`src/hw/rtl/i2cbb_pkg.sv`:
```
package i2cbb_pkg;

    // Port field widths
    localparam int FUNC_W  = 2;
    localparam int ADDR_W  = 7;
    localparam int CNT_W   = 6;
    localparam int SLOT_W  = 5;
    localparam int BYTE_W  = 8;

    // Byte position and write counter width: a count plus the address byte
    localparam int POS_W   = CNT_W + 1;
    localparam int WAIT_W  = 3;

    // Item kinds
    typedef enum logic [FUNC_W-1:0] {
        FUNC_TICK  = 2'd0,
        FUNC_LOAD  = 2'd1,
        FUNC_START = 2'd2,
        FUNC_NOP   = 2'd3
    } func_t;

    // Half-bit sequencer phases
    typedef enum logic [3:0] {
        PH_IDLE    = 4'd0,
        PH_START   = 4'd1,
        PH_START2  = 4'd2,
        PH_ADDR    = 4'd3,
        PH_DATA    = 4'd4,
        PH_WBIT    = 4'd5,
        PH_READ    = 4'd6,
        PH_RBIT    = 4'd7,
        PH_RACK    = 4'd8,
        PH_WACK    = 4'd9,
        PH_WAIT    = 4'd10,
        PH_STOP    = 4'd11,
        PH_STOP2   = 4'd12,
        PH_RESTART = 4'd13,
        PH_STOP3   = 4'd14
    } phase_t;

    localparam logic [BYTE_W-1:0] MSB_MASK  = 8'h80;
    localparam logic [WAIT_W-1:0] ACK_WAIT  = 3'd4;
    localparam logic [WAIT_W-1:0] READ_WAIT = 3'd2;

endpackage

```
`src/hw/rtl/i2c_bitbang_master.sv`:
```
// Tick-driven I2C master for one bus. Every accepted item gives exactly one
// result item, and the block takes one item per clock cycle: the sequencer
// state is updated at acceptance and the result is registered along with it,
// so in_ready only drops while that register holds a result
// that is not yet taken. A load item stores a write byte in the buffer (only
// while idle), a start item latches the address and byte counts (only while
// idle), and each tick item advances SCL/SDA by one half-bit, sampling
// sda_in where the slave drives the line. Read bytes are stored back into
// the buffer at the slot of their byte number and reported on the tick that
// completes them. The buffer is a RAM with a registered read port; its read
// address follows the byte position, which stays put through the ACK and
// wait phases before a data byte is fetched, so no tick waits on the memory.
module i2c_bitbang_master #(
    parameter int BUF_DEPTH = 32
) (
    input  logic                          clk,
    input  logic                          rst_n,
    input  logic                          in_valid,
    output logic                          in_ready,
    input  logic [i2cbb_pkg::FUNC_W-1:0]  func,
    input  logic                          sda_in,
    input  logic [i2cbb_pkg::ADDR_W-1:0]  dev_address,
    input  logic [i2cbb_pkg::CNT_W-1:0]   write_count,
    input  logic [i2cbb_pkg::CNT_W-1:0]   read_count,
    input  logic [i2cbb_pkg::SLOT_W-1:0]  byte_index,
    input  logic [i2cbb_pkg::BYTE_W-1:0]  byte_value,
    output logic                          out_valid,
    input  logic                          out_ready,
    output logic                          scl_out,
    output logic                          sda_out,
    output logic                          sda_drive,
    output logic                          busy_res,
    output logic                          done_res,
    output logic                          nack_flag,
    output logic                          read_valid,
    output logic [i2cbb_pkg::SLOT_W-1:0]  read_index,
    output logic [i2cbb_pkg::BYTE_W-1:0]  read_byte
);

    import i2cbb_pkg::*;

    localparam int IDX_W = $clog2(BUF_DEPTH);
    localparam int EXT_W = POS_W + IDX_W + SLOT_W;

    // Sequencer state
    phase_t              phase_reg, phase_next;
    logic                cp_reg, cp_next;
    logic                nack_reg, nack_next;
    logic [BYTE_W-1:0]   shift_reg, shift_next;
    logic [BYTE_W-1:0]   mask_reg, mask_next;
    logic [POS_W-1:0]    pos_reg, pos_next;
    logic [POS_W-1:0]    wleft_reg, wleft_next;
    logic [CNT_W-1:0]    rleft_reg, rleft_next;
    logic                restart_reg, restart_next;
    logic [WAIT_W-1:0]   wait_reg, wait_next;
    logic [ADDR_W-1:0]   taddr_reg, taddr_next;
    logic                scl_reg, scl_next;
    logic                sdal_reg, sdal_next;
    logic                sdae_reg, sdae_next;

    // Result register
    logic                ovalid_reg;
    logic                scl_out_reg, sda_out_reg, sda_drive_reg, busy_reg;
    logic                done_reg, nackf_reg, rvalid_reg;
    logic [SLOT_W-1:0]   rindex_reg;
    logic [BYTE_W-1:0]   rbyte_reg;

    // Per-item results
    logic                done_w, rvalid_w;
    logic [SLOT_W-1:0]   rindex_w;
    logic [BYTE_W-1:0]   rbyte_w;

    // Buffer RAM
    logic                ram_we;
    logic [IDX_W-1:0]    ram_waddr, ram_raddr;
    logic [BYTE_W-1:0]   ram_wdata, ram_rdata;

    logic                in_fire;
    logic [EXT_W-1:0]    slot_ext;
    logic                idx_ok;
    logic [CNT_W-1:0]    wcount_clamp, rcount_clamp;

    assign in_ready = !ovalid_reg || out_ready;
    assign in_fire  = in_valid && in_ready;

    // Slot of the current byte: byte numbers count from one
    assign slot_ext  = EXT_W'(pos_reg - POS_W'(1));
    assign ram_raddr = slot_ext[IDX_W-1:0];

    assign idx_ok       = EXT_W'(byte_index) < EXT_W'(BUF_DEPTH);
    assign wcount_clamp = (EXT_W'(write_count) > EXT_W'(BUF_DEPTH)) ?
                          CNT_W'(BUF_DEPTH) : write_count;
    assign rcount_clamp = (EXT_W'(read_count) > EXT_W'(BUF_DEPTH)) ?
                          CNT_W'(BUF_DEPTH) : read_count;

    i2cbb_ram #(
        .WIDTH (BYTE_W),
        .DEPTH (BUF_DEPTH)
    ) u_buf (
        .clk   (clk),
        .we    (ram_we),
        .waddr (ram_waddr),
        .wdata (ram_wdata),
        .raddr (ram_raddr),
        .rdata (ram_rdata)
    );

    // Next state and per-item results
    always_comb
    begin
        phase_next   = phase_reg;
        cp_next      = cp_reg;
        nack_next    = nack_reg;
        shift_next   = shift_reg;
        mask_next    = mask_reg;
        pos_next     = pos_reg;
        wleft_next   = wleft_reg;
        rleft_next   = rleft_reg;
        restart_next = restart_reg;
        wait_next    = wait_reg;
        taddr_next   = taddr_reg;
        scl_next     = scl_reg;
        sdal_next    = sdal_reg;
        sdae_next    = sdae_reg;
        done_w       = 1'b0;
        rvalid_w     = 1'b0;
        rindex_w     = '0;
        rbyte_w      = '0;
        ram_we       = 1'b0;
        ram_waddr    = slot_ext[IDX_W-1:0];
        ram_wdata    = shift_reg;

        if (in_fire)
        begin
            case (func_t'(func))
                FUNC_LOAD:
                begin
                    if (phase_reg == PH_IDLE && idx_ok)
                    begin
                        ram_we    = 1'b1;
                        ram_waddr = IDX_W'(EXT_W'(byte_index));
                        ram_wdata = byte_value;
                    end
                end
                FUNC_START:
                begin
                    if (phase_reg == PH_IDLE)
                    begin
                        taddr_next = dev_address;
                        wleft_next = POS_W'(wcount_clamp);
                        rleft_next = rcount_clamp;
                        nack_next  = 1'b0;
                        cp_next    = 1'b1;
                        phase_next = PH_START;
                    end
                end
                FUNC_TICK:
                begin
                    if (phase_reg != PH_IDLE)
                    begin
                        scl_next = cp_reg;
                        case (phase_reg)
                            PH_START:
                            begin
                                phase_next = PH_START2;
                            end
                            PH_START2:
                            begin
                                sdal_next  = 1'b0;
                                sdae_next  = 1'b1;
                                cp_next    = 1'b0;
                                nack_next  = 1'b0;
                                phase_next = PH_ADDR;
                            end
                            PH_ADDR, PH_DATA, PH_WBIT:
                            begin
                                // load the byte to send on the first half-bit
                                if (phase_reg == PH_ADDR)
                                begin
                                    shift_next = {taddr_reg, 1'b0};
                                    if (wleft_reg != '0)
                                    begin
                                        restart_next = 1'b0;
                                    end
                                    else
                                    begin
                                        shift_next[0] = 1'b1;
                                        restart_next  = 1'b1;
                                    end
                                    pos_next   = '0;
                                    wleft_next = wleft_reg + POS_W'(1);
                                end
                                else if (phase_reg == PH_DATA)
                                begin
                                    shift_next = ram_rdata;
                                end
                                if (phase_reg != PH_WBIT)
                                begin
                                    phase_next = PH_WBIT;
                                    mask_next  = MSB_MASK;
                                    sdae_next  = 1'b1;
                                end
                                // SCL low: put the next bit on SDA
                                if (!cp_reg)
                                begin
                                    sdal_next = |(shift_next & mask_next);
                                    mask_next = mask_next >> 1;
                                end
                                // last bit clocked out: go check ACK
                                if (mask_next == '0 && cp_reg)
                                begin
                                    pos_next = pos_next + POS_W'(1);
                                    if (wleft_next != '0)
                                    begin
                                        wleft_next = wleft_next - POS_W'(1);
                                    end
                                    phase_next = PH_RACK;
                                end
                                cp_next = !cp_reg;
                            end
                            PH_READ, PH_RBIT:
                            begin
                                if (phase_reg == PH_READ)
                                begin
                                    sdae_next  = 1'b0;
                                    phase_next = PH_RBIT;
                                    mask_next  = MSB_MASK;
                                    shift_next = '0;
                                end
                                // SCL high: sample SDA
                                if (cp_reg)
                                begin
                                    if (sda_in)
                                    begin
                                        shift_next = shift_next | mask_next;
                                    end
                                    mask_next = mask_next >> 1;
                                    if (mask_next == '0)
                                    begin
                                        ram_we    = 1'b1;
                                        ram_waddr = slot_ext[IDX_W-1:0];
                                        ram_wdata = shift_next;
                                        rvalid_w  = 1'b1;
                                        rindex_w  = slot_ext[SLOT_W-1:0];
                                        rbyte_w   = shift_next;
                                        pos_next  = pos_reg + POS_W'(1);
                                        if (rleft_reg != '0)
                                        begin
                                            rleft_next = rleft_reg - CNT_W'(1);
                                        end
                                        phase_next = PH_WACK;
                                    end
                                end
                                cp_next = !cp_reg;
                            end
                            PH_RACK:
                            begin
                                if (!cp_reg)
                                begin
                                    sdae_next = 1'b0;
                                end
                                else if (!sda_in)
                                begin
                                    if (wleft_reg != '0 || restart_reg)
                                    begin
                                        wait_next  = ACK_WAIT;
                                        phase_next = PH_WAIT;
                                    end
                                    else
                                    begin
                                        phase_next = PH_STOP;
                                    end
                                end
                                else
                                begin
                                    nack_next  = 1'b1;
                                    phase_next = PH_STOP;
                                end
                                cp_next = !cp_reg;
                            end
                            PH_WACK:
                            begin
                                // ACK while more bytes follow, NACK on the last
                                if (!cp_reg)
                                begin
                                    sdal_next = (rleft_reg == '0);
                                    sdae_next = 1'b1;
                                end
                                else if (rleft_reg != '0)
                                begin
                                    wait_next  = READ_WAIT;
                                    phase_next = PH_WAIT;
                                end
                                else
                                begin
                                    phase_next = PH_STOP;
                                end
                                cp_next = !cp_reg;
                            end
                            PH_WAIT:
                            begin
                                if (wait_reg != '0)
                                begin
                                    wait_next = wait_reg - WAIT_W'(1);
                                end
                                else if (wleft_reg != '0)
                                begin
                                    phase_next = PH_DATA;
                                end
                                else if (rleft_reg != '0)
                                begin
                                    phase_next = PH_READ;
                                end
                                else
                                begin
                                    phase_next = PH_STOP;
                                end
                            end
                            PH_STOP:
                            begin
                                sdal_next = 1'b0;
                                sdae_next = 1'b1;
                                if (cp_reg)
                                begin
                                    phase_next = PH_STOP2;
                                end
                                cp_next = 1'b1;
                            end
                            PH_STOP2:
                            begin
                                // reads pending after the write phase: restart
                                if (nack_reg || rleft_reg == '0)
                                begin
                                    phase_next = PH_STOP3;
                                end
                                else
                                begin
                                    sdal_next = 1'b1;
                                    sdae_next = 1'b1;
                                    cp_next   = !cp_reg;
                                    if (!cp_reg)
                                    begin
                                        phase_next   = PH_RESTART;
                                        restart_next = 1'b1;
                                    end
                                end
                            end
                            PH_RESTART:
                            begin
                                phase_next = PH_START2;
                            end
                            PH_STOP3:
                            begin
                                sdae_next  = 1'b0;
                                phase_next = PH_IDLE;
                                done_w     = 1'b1;
                            end
                            default:
                            begin
                                phase_next = PH_IDLE;
                                done_w     = 1'b1;
                            end
                        endcase
                    end
                end
                default:
                begin
                end
            endcase
        end
    end

    // State registers
    always_ff @(posedge clk or negedge rst_n)
    begin
        if (!rst_n)
        begin
            phase_reg   <= PH_IDLE;
            cp_reg      <= 1'b1;
            nack_reg    <= 1'b0;
            shift_reg   <= '0;
            mask_reg    <= '0;
            pos_reg     <= '0;
            wleft_reg   <= '0;
            rleft_reg   <= '0;
            restart_reg <= 1'b0;
            wait_reg    <= '0;
            taddr_reg   <= '0;
            scl_reg     <= 1'b1;
            sdal_reg    <= 1'b1;
            sdae_reg    <= 1'b0;
        end
        else if (in_fire)
        begin
            phase_reg   <= phase_next;
            cp_reg      <= cp_next;
            nack_reg    <= nack_next;
            shift_reg   <= shift_next;
            mask_reg    <= mask_next;
            pos_reg     <= pos_next;
            wleft_reg   <= wleft_next;
            rleft_reg   <= rleft_next;
            restart_reg <= restart_next;
            wait_reg    <= wait_next;
            taddr_reg   <= taddr_next;
            scl_reg     <= scl_next;
            sdal_reg    <= sdal_next;
            sdae_reg    <= sdae_next;
        end
    end

    // Output valid
    always_ff @(posedge clk or negedge rst_n)
    begin
        if (!rst_n)
        begin
            ovalid_reg <= 1'b0;
        end
        else if (in_ready)
        begin
            ovalid_reg <= in_valid;
        end
    end

    // Output payload
    always_ff @(posedge clk)
    begin
        if (in_fire)
        begin
            scl_out_reg   <= scl_next;
            sda_out_reg   <= sdae_next ? sdal_next : 1'b1;
            sda_drive_reg <= sdae_next;
            busy_reg      <= (phase_next != PH_IDLE);
            done_reg      <= done_w;
            nackf_reg     <= nack_next;
            rvalid_reg    <= rvalid_w;
            rindex_reg    <= rindex_w;
            rbyte_reg     <= rbyte_w;
        end
    end

    assign out_valid  = ovalid_reg;
    assign scl_out    = scl_out_reg;
    assign sda_out    = sda_out_reg;
    assign sda_drive  = sda_drive_reg;
    assign busy_res   = busy_reg;
    assign done_res   = done_reg;
    assign nack_flag  = nackf_reg;
    assign read_valid = rvalid_reg;
    assign read_index = rindex_reg;
    assign read_byte  = rbyte_reg;

`ifndef NO_ASSERTIONS
    // bit mask walks a single bit or is empty
    a_mask_onehot: assert property (@(posedge clk) disable iff (!rst_n)
        $onehot0(mask_reg))
        else $error("bit mask has more than one bit set");

    // an idle bus is released
    a_idle_released: assert property (@(posedge clk) disable iff (!rst_n)
        phase_reg == PH_IDLE |-> !sdae_reg)
        else $error("SDA driven while idle");

    // a captured byte is reported mid-transfer
    a_read_busy: assert property (@(posedge clk) disable iff (!rst_n)
        out_valid && read_valid |-> busy_res && !done_res)
        else $error("read byte reported outside a transfer");

    // completion leaves the bus idle and released
    a_done_idle: assert property (@(posedge clk) disable iff (!rst_n)
        out_valid && done_res |-> !busy_res && !sda_drive && sda_out)
        else $error("transfer done with bus not released");
`endif

endmodule

```
`src/hw/rtl/i2cbb_ram.sv`:
```
module i2cbb_ram #(
    parameter int WIDTH = 8,
    parameter int DEPTH = 32
) (
    input  logic                     clk,
    input  logic                     we,
    input  logic [$clog2(DEPTH)-1:0] waddr,
    input  logic [WIDTH-1:0]         wdata,
    input  logic [$clog2(DEPTH)-1:0] raddr,
    output logic [WIDTH-1:0]         rdata
);

    logic [WIDTH-1:0] mem [DEPTH];
    logic [WIDTH-1:0] rdata_reg;

    // One write port, one registered read port
    always_ff @(posedge clk)
    begin
        if (we)
        begin
            mem[waddr] <= wdata;
        end
        rdata_reg <= mem[raddr];
    end

    assign rdata = rdata_reg;

endmodule

```
`config.mk`:
```
export PLATFORM = sky130hd
export DESIGN_NAME = i2c_bitbang_master
export DESIGN_NICKNAME = d
export VERILOG_FILES = /design/src/hw/rtl/i2cbb_pkg.sv /design/src/hw/rtl/i2c_bitbang_master.sv /design/src/hw/rtl/i2cbb_ram.sv
export SDC_FILE = /design/constraint.sdc
export NUM_CORES = 1
export LEC_CHECK = 0
export BUFFER_PORTS_ARGS = -buffer_cell sky130_fd_sc_hd__buf_4
export CAP_MARGIN = 0
export CORE_AREA = 3 3 165 167
export CTS_BUF_LIST = sky130_fd_sc_hd__clkbuf_4
export CTS_CLUSTER_SIZE = 16
export DETAILED_ROUTE_END_ITERATION = 6
export DIE_AREA = 0 0 168 170
export PLACE_DENSITY_LB_ADDON = 0.08
export SLEW_MARGIN = 20
export SYNTH_ARGS = -nofsm -noshare
export SYNTH_HDL_FRONTEND = slang
export SYNTH_SLANG_ARGS = --single-unit
export TNS_END_PERCENT = 20
```
`constraint.sdc`:
```
create_clock -name clk -period 6 [get_ports clk]
set_clock_uncertainty 0.05 [all_clocks]
set_input_delay 0.3 -clock clk [delete_from_list [all_inputs] [get_ports clk]]
set_output_delay 0.3 -clock clk [all_outputs]
set_load 0.02 [all_outputs]
```
==> results.sh <==
export IMPL_synth_largest_area_cell="edfxtp_1"
export IMPL_rows=59
export IMPL_tightest_slew_ns=1.09
export IMPL_drt_iter0_drc=1166
export IMPL_setup_tns_final_ns=0
export IMPL_cts_setup_buffers=0
export IMPL_grt_pass1_vias=9945
export IMPL_synth_nets=1130
export IMPL_cts_tree="done"
export IMPL_ys_seq_area_frac=0.636
export IMPL_cts_sinks=339
export IMPL_drive_gt1_frac=0.272
export IMPL_final_util=0.677
export IMPL_yosys_area_top_type_share=0.536
export IMPL_largest_reg_flops=256
export IMPL_finalHoldViolations=0
export IMPL_hold_path_class="in -> async"
export IMPL_met1Wirelength_um=15300
export IMPL_crit_type="reg -> reg"
export IMPL_die_area_um2=28600
export IMPL_antenna_found_initial=1
export IMPL_dieWidth_um=168
export IMPL_post_drt_wl_per_cell_um=24.2
export IMPL_vdd_ir_drop_max_mv=0.206
export IMPL_critPathCaptureType="register"
export IMPL_grt_max_degree=56
export IMPL_vias=10200
export IMPL_ys_flop_type="edfxtp_1"
export IMPL_hpwlAfterDp_um=24700
export IMPL_port_buffers=60
export IMPL_critPathLaunchType="register"
export IMPL_synth_edff_count=276
export IMPL_cp_max_fo=32
export IMPL_syn_area_um2=15500
export IMPL_drt_wl_total_um=38500
export IMPL_wl_met2_um=18300
export IMPL_syn_avg_cell_area_um2=14.3
export IMPL_drv_cap=0
export IMPL_grt_util_all_layers=0.273
export IMPL_synth_cell_type_count=82
export IMPL_drcViolationCount=5
export IMPL_worst_slack_ns=1.78
export IMPL_violations="design-rule violations"
export IMPL_place_area_um2=16200
export IMPL_clock_root_buffer="clkbuf_4"
export IMPL_clkTransAtPathRegs_ns=0.06
export IMPL_syn_to_final_growth_pct=13.4
export IMPL_holdWs_ns=0.173
export IMPL_cp_required_ns=6.24
export IMPL_synth_async_reset_ratio=0.162
export IMPL_slew_limit_headroom=0.273
export IMPL_max_flop_register="u_buf.mem"
export IMPL_ios=61
export IMPL_globalplace_congestion=0.918
export IMPL_finalSetupViolCount=0
export IMPL_met3_length_um=3440
export IMPL_leakagePower_nw=5.71
export IMPL_layout_nets=1248
export IMPL_clock_fmax_ghz=0.237
export IMPL_synth_seq_cells=339
export IMPL_p_per_area_nw_per_um2=283
export IMPL_synthTopCellsByArea="edfxtp_1, mux4_2, dfrtp_1"
export IMPL_synthTopCellsByCount="edfxtp_1, nand2_1, nor2_1"
export IMPL_status="complete, but fails checks"
export IMPL_top_layer="met4"
export IMPL_synth_warnings=0
export IMPL_fin_crit_ns=4.22
export IMPL_arrival_ns=4.46
export IMPL_chipHeight_um=170
export IMPL_p_total_mw=4.96
export IMPL_clockBufferDepth=3
export IMPL_instances_no_fill=1591
export IMPL_rsz0062_at_grt="no"
export IMPL_postLayoutCellArea_um2=17500
export IMPL_ant_nets=0
export IMPL_grt_remaining_overflow=0
export IMPL_pre_cts_ws_ns=1.93
export IMPL_clock_latency_ns=0.70
export IMPL_period_share=0.703
export IMPL_grt_pass1_wl_um=59000
export IMPL_slew_violations=0
export IMPL_cts_buffers=85
export IMPL_initial_core_util=0.596
export IMPL_dp_cells=1418
export IMPL_synthCells=1080
export IMPL_synth_most_common_cell="edfxtp_1"
export IMPL_coreArea_um2=25900
export IMPL_via_per_inst=6.42
export IMPL_drt_first_pass_iters=7
export IMPL_htree_levels=3
==> final cells by class <==
type	instances	area (um2)
clock buffer	123	923
inverter	21	78.8
tap	335	419
clock inverter	21	134
fill	1857	8380
multi-input combinational	649	5310
antenna	1	2.50
sequential	339	9830
timing repair buffer	102	836
==> metal layers <==
layer	global-route usage	up-vias
li1	-	4488
met1	0.378	5044
met2	0.426	578
met3	0.0623	103
met4	0.117	0
met5	0	-
==> placed cells by master (no fill, tap or decap), types with 6 or more instances in the layout <==
master and count:
inv_1 21, nand3_1 16, o211ai_1 7, a21o_1 6, a22oi_1 9, nand2b_1 14, nand2_1 93, ha_1 10
a21oi_1 64, o21ai_0 45, a221oi_1 14, clkinv_1 10, dfxtp_1 8, nor2_1 95, o22ai_1 7, clkbuf_4 123
o21ai_1 8, a31oi_1 12, o31ai_1 8, edfxtp_1 276, dfrtp_1 51, nand3b_1 6, nor3_1 20, and3_1 8
buf_4 74, dlygate4sd3_1 28, mux2_2 19, mux4_2 80
==> path summary, 6_finish.rpt <==
path                         startpoint         endpoint  slack (ns)  cells past startpoint
min in group clk              out_ready          scl_reg        0.24                      4
setup reg to reg           phase_reg[2]  u_buf.mem[2][0]        1.78                      6
hold / removal                    rst_n     wleft_reg[3]        0.17                      2
hold reg to reg             wait_reg[1]      wait_reg[1]        0.44                      2
max in group asynchronous         rst_n       pos_reg[0]        5.15                      2
setup / recovery           phase_reg[2]  u_buf.mem[2][0]        1.78                      6
==> logic make-up after synthesis <==
family | synth area share
multiplexers | 0.134
AND/OR/NAND/NOR | 0.0946
XOR/XNOR | 0.00510
buffers and inverters | 0.0257
adder cells (fa/ha/maj) | 0.00891
AO/OA/AOI/OAI | 0.0960
flip-flops | 0.636
==> repair_timing <==
item	CTS	global route
endpoints found under the setup margin	0	0
endpoints found under the hold margin	81	0
hold buffers	28	0
resized for setup	0	0
==> power by group <==
group          internal, mW  switching, mW  leakage [nW]
sequential             2.59         0.0740          3.02
combinational         0.167          0.230          2.06
clock                 0.988          0.905         0.629
total                  3.75           1.21          5.71
==> critical path: stages (launching register included) <==
cell and delay [ns]:
dfrtp_1 1.04, nand2b_1 0.43, nor4_4 0.56, nand2b_1 0.16
a211oi_4 0.53, o21ai_2 0.32, nor2_1 0.72
Power figures use the tool's default switching activity.
